--- src/design/opta_pkg.sv ---
// Shared constants and types for the outer product tile accumulator.
// No dependencies; every other design file refers to it by scoped names.
package opta_pkg;

	localparam int TILE_ROWS      = 6;
	localparam int TILE_COLS      = 8;
	localparam int ELEMENT_BITS   = 16;
	localparam int SUM_BITS       = 48;
	localparam int A_PORT_BITS    = 16;
	localparam int B_PORT_BITS    = 64;
	localparam int LANES_PER_WORD = 4;
	localparam int ROW_IDX_BITS   = 3;

	typedef struct packed {
		logic mul_en;
		logic acc_en;
		logic clear;
	} lane_ctrl_t;

endpackage

--- src/design/opta_lane.sv ---
// One accumulator lane: registered multiply, then saturating accumulate.
// Depends on opta_pkg for the lane control struct.
module opta_lane #(
	parameter int ELEMENT_BITS = opta_pkg::ELEMENT_BITS,
	parameter int SUM_BITS     = opta_pkg::SUM_BITS
) (
	input  logic                        clk,
	input  logic                        arst_n,
	input  opta_pkg::lane_ctrl_t        ctrl,
	input  logic signed [ELEMENT_BITS-1:0] a,
	input  logic signed [ELEMENT_BITS-1:0] b,
	output logic signed [SUM_BITS-1:0]  sum_nxt
);

	localparam int PROD_BITS = 2 * ELEMENT_BITS;

	logic signed [PROD_BITS-1:0] prod_s2;
	logic signed [SUM_BITS-1:0]  acc_q;
	logic signed [SUM_BITS:0]    wide;
	logic [SUM_BITS-1:0]         sat_max;
	logic [SUM_BITS-1:0]         sat_min;

	always_ff @(posedge clk) begin
		if (ctrl.mul_en) begin
			prod_s2 <= PROD_BITS'(a) * PROD_BITS'(b);
		end
	end

	assign sat_max = {1'b0, {(SUM_BITS-1){1'b1}}};
	assign sat_min = {1'b1, {(SUM_BITS-1){1'b0}}};

	always_comb begin
		wide = {acc_q[SUM_BITS-1], acc_q}
			+ {{(SUM_BITS+1-PROD_BITS){prod_s2[PROD_BITS-1]}}, prod_s2};
		if (wide[SUM_BITS] != wide[SUM_BITS-1]) begin
			sum_nxt = wide[SUM_BITS] ? sat_min : sat_max;
		end else begin
			sum_nxt = wide[SUM_BITS-1:0];
		end
	end

	always_ff @(posedge clk or negedge arst_n) begin
		if (!arst_n) begin
			acc_q <= '0;
		end else if (ctrl.acc_en) begin
			acc_q <= ctrl.clear ? '0 : sum_nxt;
		end
	end

endmodule

--- config.mk ---
export PLATFORM = sky130hd
export DESIGN_NAME = opta_lane
export DESIGN_NICKNAME = d
export VERILOG_FILES = /design/src/design/opta_pkg.sv /design/src/design/opta_lane.sv
export SDC_FILE = /design/constraint.sdc
export NUM_CORES = 1
export LEC_CHECK = 0
export ABC_CLOCK_PERIOD_IN_PS = 7500
export BUFFER_PORTS_ARGS = -buffer_cell sky130_fd_sc_hd__buf_2
export CELL_PAD_IN_SITES_DETAIL_PLACEMENT = 0
export CELL_PAD_IN_SITES_GLOBAL_PLACEMENT = 1
export CORE_ASPECT_RATIO = 0.5
export CORE_MARGIN = 8
export CORE_UTILIZATION = 54
export CTS_CLUSTER_SIZE = 14
export DETAILED_ROUTE_END_ITERATION = 8
export PLACE_DENSITY_LB_ADDON = 0.08
export SLEW_MARGIN = 10
export SYNTH_ARGS = -nofsm -noshare
export SYNTH_HDL_FRONTEND = slang
export SYNTH_SLANG_ARGS = --single-unit
--- constraint.sdc ---
create_clock -name clk -period 7.5 [get_ports clk]
set_clock_uncertainty 0.1 [all_clocks]
set_input_delay 0.375 -clock clk [delete_from_list [all_inputs] [get_ports clk]]
set_output_delay 0.375 -clock clk [all_outputs]
set_load 0.01 [all_outputs]
==> reports/metrics.yaml <==
run_status:
  status: "finished, final reports clean"
sta:
  tightest_slew_ps: 968.7
  fmax_mhz: 151.0
  hold_viol_final: 0
  min_period_ps: 6623
  finalSetupViolations: 0
  grt_setup_unrepaired: "false"
  slew_viol_final: 0
  maxSlewHeadroom_pct: 35.42
  fin_setup_tns_ps: 0
  layout_setup_ws_ps: 877.3
  period_share_pct: 88.30
clock_network:
  htreeDepth: 3
  cts_root_buf: "clkbuf_16"
  clk_latency_ps: 350
  numCtsBuffers: 9
  cts_sinks: 80
  post-cts-setup-buffer-count: 0
  post_cts_resized: 0
  ctsHoldBuffers: 0
  tritoncts: "built"
  clk_path_buf_depth: 2
  clk_pin_slew_ps: 70
yosys:
  synth_edf_count: 32
  avgSynthCellArea_um2: 9.179
  syn-instance-count: 1709
  synth-main-ff-cell: "dfrtp_1"
  synthDistinctLibCells: 67
  synthesis.nets: 2139
  synth_area_mm2: 0.01569
  synthArstFlopShare_pct: 60.00
  synth_seq_cells: 80
  yosys_warnings: 0
  yosysSeqAreaShare_pct: 13.78
cells_and_area:
  area_growth_pct: 6.349
  antennaDiodeCount: 0
  drive_gt1_share_pct: 7.225
  stdcell_area_mm2: 0.01668
  fin_util_pct: 57.94
  nets: 2169
floorplan:
  core_area_mm2: 0.02879
  start_util_pct: 54.48
  fp.dieH_um: 136.5
  die_width_um: 257.0
  ios: 85
  die_area_mm2: 0.03509
  rows: 44
grt:
  grt_pass1_wl_um: 67500
  first_global_vias: 12870
  track_usage_pct: 23.67
  overflow: 0
  grt_max_degree: 49
  antenna_found_initial: 0
critical_path:
  r2r_slack_ps: 2910
  crit_arrival_ps: 6610
  cp-start-kind: "input pin"
  r2r-start: "prod_s2[0]"
  cp_max_fo: 16
  cp.required_ps: 7490
  r2r_cells: 15
  path_class: "in2reg"
  r2r_end: "acc_q[1]"
  endpoint_kind: "flop"
detailed_routing:
  viasPerCell: 5.564
  vias: 11880
  ant_nets: 0
  routed_wl_um: 40230
  post_drt_wl_per_cell_um: 18.84
  drt_iter0_drc: 721
  drtPass1Iterations: 5
  drc: 0
job:
  drv_cap: 0
placed_design:
  io_buffer_count: 84
  place_congestion: 0.9058
  dp_hpwl_um: 32650
  dpl_cell_area_mm2: 0.01638
  dp_slack_ps: 581.4
min_path:
  min_path_type: "in2async"
through the flow:
stage	hold slack, ps	cells
finish	52.67	2135
global route	93.63	2135
CTS	69.68	2135
detailed placement	378.0	2119
global placement	373.8	2119
floorplan	-20.59	1709
worst max-delay path by stage:
stage / startpoint / end / slack [ps]
2_1_floorplan: a[11] / prod_s2[31] / 1180
3_3_place_gp: a[8] / prod_s2[31] / 740
3_5_place_dp: a[14] / prod_s2[31] / 580
4_1_cts: a[14] / prod_s2[31] / 920
5_1_grt: a[8] / prod_s2[31] / 530
6_report: a[8] / prod_s2[31] / 880
layer usage:
layer  global-route usage [%]  vias up  part of all wire (%)
li1                         -     5504                     -
met1                    32.67     5987                    46
met2                    40.12      342                    47
met3                    2.411       47                   4.6
met4                    6.037        0                   2.0
met5                        0        -                     0
synthesized netlist by cell type (all sizes together), types with 2 or more instances:
| library cell | count | area share (%) |
|---|---|---|
| nor3 | 8 | 0.26 |
| o21ai | 44 | 1.4 |
| o22ai | 3 | 0.12 |
| ha | 130 | 10 |
| nand3 | 21 | 0.67 |
| maj3 | 27 | 1.7 |
| o2bb2ai | 44 | 2.5 |
| nand2 | 153 | 3.7 |
| a21oi | 74 | 2.4 |
| inv | 312 | 7.5 |
| o21bai | 10 | 0.48 |
| a22o | 4 | 0.22 |
| nor2b | 14 | 0.56 |
| and2 | 125 | 5.0 |
| a31oi | 11 | 0.44 |
| fa | 263 | 34 |
| nor2 | 108 | 2.6 |
| xnor2 | 58 | 3.2 |
| o41ai | 2 | 0.16 |
| a21boi | 5 | 0.31 |
| a211oi | 9 | 0.46 |
| o311ai | 2 | 0.22 |
| o21a | 9 | 0.44 |
| o31ai | 3 | 0.23 |
| dfrtp | 48 | 7.7 |
| a21o | 33 | 1.6 |
| o211ai | 7 | 0.37 |
| a211o | 3 | 0.17 |
| nand4 | 12 | 0.48 |
| edfxtp | 32 | 6.1 |
| buf | 20 | 0.63 |
| nor4 | 2 | 0.080 |
| nand2b | 12 | 0.48 |
| a221o | 4 | 0.26 |
| clkbuf | 53 | 1.3 |
| xor2 | 20 | 1.2 |
| and3 | 8 | 0.32 |
critical path, stage by stage:
cell and delay [ps]:
buf_2 230, and2_1 210, fa_1 540, inv_1 50, fa_1 460, fa_1 510
inv_1 60, fa_1 490, fa_1 490, inv_1 50, fa_1 470, inv_1 40
ha_1 330, a211o_1 310, a21oi_1 190, o311ai_0 170, buf_4 180, a21oi_1 200
o21ai_0 190, o41ai_1 530, o21ai_0 210, a21oi_1 220, xnor2_1 90
flip-flops by register name, indices dropped and copies added, names as in the netlist:
signal and cells:
prod_s2 32, acc_q 48
placed cells by master, fill, tap and decap left out, types with 21 or more instances in the layout:
master / synthesis / final
a21oi_1: 72 / 72
and2_1: 125 / 125
maj3_1: 25 / 25
edfxtp_1: 32 / 32
o2bb2ai_1: 44 / 44
xnor2_1: 58 / 58
o21ai_0: 40 / 40
nor2_1: 107 / 107
a21o_1: 33 / 33
nand3_1: 21 / 21
fa_1: 263 / 263
inv_1: 312 / 312
nand2_1: 153 / 153
ha_1: 130 / 130
buf_2: 19 / 84
dfrtp_1: 48 / 48
final cells by class:
type	count	area, um^2
sequential	80	2162
clock inverter	7	76.32
inverter	312	1171
fill	2685	12110
tap	391	489.2
multi-input combinational	1244	12080
clock buffer	9	225.2
timing repair buffer	92	480.5
logic make-up (layout without fill, tap and decap cells):
group / Yosys count / in the layout / share of synthesized area, %
AO/OA/AOI/OAI: 277 / 277 / 12.38
AND/OR/NAND/NOR: 469 / 469 / 14.40
XOR/XNOR: 78 / 78 / 4.403
flip-flops: 80 / 80 / 13.78
adder cells (fa/ha/maj): 420 / 420 / 45.67
buffers and inverters: 385 / 420 / 9.364
Power is not shown: default switching activity piles up to over one toggle a cycle in this logic, so the estimate is an artifact.
